===== config.mk =====
export PLATFORM = sky130hd
export DESIGN_NAME = wtr_ram
export DESIGN_NICKNAME = d
export VERILOG_FILES = /design/src/rtl/wtr_ram.sv
export SDC_FILE = /design/constraint.sdc
export NUM_CORES = 1
export LEC_CHECK = 0
export BUFFER_PORTS_ARGS = -buffer_cell sky130_fd_sc_hd__buf_2
export CORE_ASPECT_RATIO = 0.7
export CORE_MARGIN = 1.5
export CORE_UTILIZATION = 60
export CTS_BUF_LIST = sky130_fd_sc_hd__clkbuf_16
export DETAILED_ROUTE_END_ITERATION = 16
export HOLD_SLACK_MARGIN = 0.1
export PLACE_DENSITY = 0.78
export SLEW_MARGIN = 15
export SYNTH_ARGS = -nofsm -noshare
export SYNTH_HDL_FRONTEND = slang
export SYNTH_SLANG_ARGS = --single-unit
export TNS_END_PERCENT = 5

===== constraint.sdc =====
create_clock -name clk -period 4.75 [get_ports clk]
set_input_delay 1.425 -clock clk [delete_from_list [all_inputs] [get_ports clk]]
set_output_delay 1.425 -clock clk [all_outputs]
set_load 0.05 [all_outputs]

===== src/rtl/wtr_ram.sv =====
// generic simple dual-port ram, one write and one registered read port
// no dependencies

module wtr_ram #(
    parameter int WIDTH = 8,
    parameter int DEPTH = 16,
    localparam int AW = (DEPTH > 1) ? $clog2(DEPTH) : 1
) (
    input  logic               clk,
    input  logic               wr_en,
    input  logic [AW-1:0]      wr_addr,
    input  logic [WIDTH-1:0]   wr_data,
    input  logic               rd_en,
    input  logic [AW-1:0]      rd_addr,
    output logic [WIDTH-1:0]   rd_data
);

    logic [WIDTH-1:0] mem [DEPTH];
    logic [WIDTH-1:0] rd_data_reg;

    // write port
    always_ff @(posedge clk)
    begin
        if (wr_en)
        begin
            mem[wr_addr] <= wr_data;
        end
    end

    // registered read port
    always_ff @(posedge clk)
    begin
        if (rd_en)
        begin
            rd_data_reg <= mem[rd_addr];
        end
    end

    assign rd_data = rd_data_reg;

endmodule


# After elaboration in Yosys (flattened, before gate mapping)

Memory sizes are Yosys's and may differ from the RTL's. A register that Yosys moved wholly into a read port is not among the register bits.
Cells that the tools add are included.

Add/sub/neg operators: 0
$mul: 0
Divide/modulo/power cells: 0
$lt $le $gt $ge: 0
Equality and inequality tests: 0
Shift-type cells: 0
Muxes and demuxes: 2
Bitwise gates (word level): 0
Reductions and logical operators: 0

Operators by type and width:

| cell   | count |
|---|---|
| $mux 1 | 2 |

Bits in registers: 0
Bits in latches: 0
Bits in writable memories: 128
Memory bits (read-only): 0
Input port bits: 19
Output and inout bits: 8
Logic and storage cells: 3
Memories kept: 1

Memory list:

| memory | depth | bits a word | read ports | clocked after Yosys merged registers in | wr ports | line | RTL |
|---|---|---|---|---|---|---|---|
| mem    | 16    | 8           | 1          | 1                                       | 1        | 18   | `logic [WIDTH-1:0] mem [DEPTH];` |

# Logic depth before layout (Yosys ltp)

Depth after elaboration: 2
Mapped depth: 5
Mapped depth without buffers: 3

# Worst setup path before layout

No wires, ideal clock.

Path type: input -> register
Start point: in wr_addr[2]
End point: mem mem[0][0], enable pin
Library setup time: 0.383 ns
Data arrival time: 2.535 ns
Path slack: 1.832 ns
Stages: 2
Buffers on the path: 0
Cells stage by stage: or3b_2 -> nor3_1

RTL lines:

| element         | line | RTL |
|---|---|---|
| start, declared | 11   | `input logic [AW-1:0] wr_addr,` |
| end, declared   | 18   |  |

No word-level cell before the write port.

==> run metrics <==
status=completed; GPL Wtd Cong=between 0.7 and 0.8; # DRC=0; Syn Area/Cell=~23 sq um; I/O pin count=27; DP Area=approximately 0.0055 sq mm; CP max FO=22; register clock-pin slew on the reported worst setup and hold paths=50 ps; #FFs+latches synth=between 100 and 150; sequential element share of the synthesized area=between 70% and 80%; Logic pwr share=4.9%; CTS H-Tree Depth=4; Synth warnings=0; # hold bufs at CTS=0; reg2reg start=mem[9][4]; Final Skew=a little under 8 ps; Num CTS Buffers=17; Hold Path Origin=mem[7][2]; layout cell share with drive strength beyond 1=roughly 28%; first-pass GRT wire length=about 15000 um; top post-synthesis cells by area=edfxtp_1 (78%), mux4_2 (7.8%), mux4_1 (7.0%); vias in the first global route=2473; slowest stage delay, CP=between 500 and 600 ps; Crit Path Class=primary input to flip-flop; fillers=~490; CP Launch Point=rd_addr[0]; Slew Viols, Final=0; Global Route Usage Sum=a little under a quarter; IR drop worst, VDD=0.354 mV; Die ar.=around 0.0093 sq mm; WL per Instance=around 24 um; std cell rows=28; diode count=0; actual slew at the worst max-slew pin=about 930 ps; internal power=approximately 2.3 mW; vias=around 2400; cells on worst reg2reg path=3; Leakage=roughly 2.0 nW; grt total ovfl=0; nets=289; core area=approximately 0.0084 sq mm; initial DRC count=around 290; Routed Antenna Nets=0; Arr. time, crit path=3190 ps; synthesized area=around 0.0052 sq mm; Critical Path End Type=flip-flop; max cap viols=0; vias per cell=6.08; First-pass DRT Iterations=5; design area=~0.006 sq mm; P per Cell Area=around 460 mW/mm^2; Clock Latency Late Sink=just over 400 ps; Slew headroom=roughly 38%; max reg flops=between 100 and 150; initial antenna violation count=0; Chip Width=roughly 110 um; Synth area leader=edfxtp_1; Critical Path RT=around 4900 ps; Critical Path, Cell by Cell=buf_2 -> buf_4 -> mux4_1 -> a22oi_1 -> nand2_1; cts repair resizes=0; FF+latch area=0.00408 sq mm; crit share post-route=~64%; CTS Root Cell=clkbuf_16; Crit-path slowest cell=mux4_1; multi-input logic area=roughly 0.0011 sq mm; CP Launch Type=primary input; area share of the largest cell type after synthesis=78.1%; Clk pwr share=46.7%; worst hold stages=3; Sw Share=between 10% and 20%; largest net degree at the start of global routing=33; die height=between 80 and 90 um; initial core utilization=61.9%; Psw=0.550 mW; clk buf depth=2; Fmax=~0.33 GHz; port bufs=26; Mapped Cells=around 230; Mapped Nets=around 250; Tot Pwr=between 2 and 3 mW; Hold Fails Final Rpt=0; TritonCTS clock tree=yes; unrepaired setup endpoints after global routing=no; Fin Hold WS=approximately 750 ps; area grow syn2layout=15.9%; fin crit period=around 3000 ps; Hold Crit Class=flip-flop to flip-flop; Routed Wire Length=between 9000 and 10000 um; setup_tns=0 ps; post-synthesis cell type count=18; Clock Sinks=~140; detailed placement HPWL=6070 um; post-CTS setup buffers=0; register share of total power=approximately 48%; setup violators final=0
==> power groups by stage <==
stage	Clock (mW)	Combinational [mW]	Sequential (mW)
after floorplan	0	0.0682	1.40
after global placement	0	0.133	1.38
after detailed placement	0	0.137	1.38
after CTS	1.32	0.137	1.36
after global routing	1.37	0.147	1.36
final	1.31	0.136	1.36
==> layout by cell type, fill, tap and decap left out, drive strengths merged <==
master,instances
a22oi,16
and2,1
and2b,1
buf,32
bufinv,4
clkbuf,17
clkinv,8
edfxtp,136
inv,2
mux4,32
nand2,9
nand2b,2
nand3,1
nand3b,2
nor2,13
nor2b,1
nor3,4
or3b,1
==> critical path: cells and delay by family <==
| family | cells | cell delay (ps) |
|---|---|---|
| multiplexers | 1 | 590 |
| AND/OR/NAND/NOR | 1 | 80 |
| AO/OA/AOI/OAI | 1 | 220 |
| buffers and inverters | 2 | 870 |
==> routing by layer <==
layer | vias to the layer above | wire (um) | track usage (%)
li1 | 1062 | - | -
met1 | 1258 | 4180 | 34.5
met2 | 113 | 4500 | 34.5
met3 | 11 | 905 | 8.13
met4 | 0 | 104 | 8.13
met5 | - | 0 | 0
==> metrics by stage <==
stage	cells	util, %	setup WS [ps]
floorplan	229	-	1830
global placement	371	64.7	1350
detailed placement	371	64.7	1270
CTS	402	71.7	1680
global route	402	71.7	1580
finish	402	71.7	1720
==> kinds of logic after synthesis <==
group	after synthesis	share of synthesized area, %
AO/OA/AOI/OAI	16	2.30
multiplexers	32	14.8
flip-flops	136	78.1
AND/OR/NAND/NOR	35	3.14
buffers and inverters	10	1.65
==> synthesized netlist by cell type (all sizes together) <==
master,number
buf,7
mux4,32
nand2b,2
or3b,1
nor2b,1
nor3,4
and2b,1
nor2,13
edfxtp,136
nand3b,2
nand2,9
and2,1
a22oi,16
nand3,1
clkdlybuf4s25,3
==> area by class of cell <==
| type | instances | share of cell area [%] |
|---|---|---|
| sequential | 136 | 67.4 |
| clock inverter | 14 | 2.73 |
| clock buffer | 17 | 7.02 |
| tap | 120 | 2.48 |
| timing repair buffer | 32 | 2.89 |
| multi-input combinational | 83 | 17.5 |
==> path summary, 6_finish.rpt <==
| kind | to | slack (ps) |
|---|---|---|
| worst min-delay path | rd_data[2] | 750 |
| worst min register to register | rd_data[2] | 750 |
| worst max-delay path | rd_data[2] | 1720 |
| worst max register to register | rd_data[4] | 3170 |
Power figures use the tool's default switching activity.
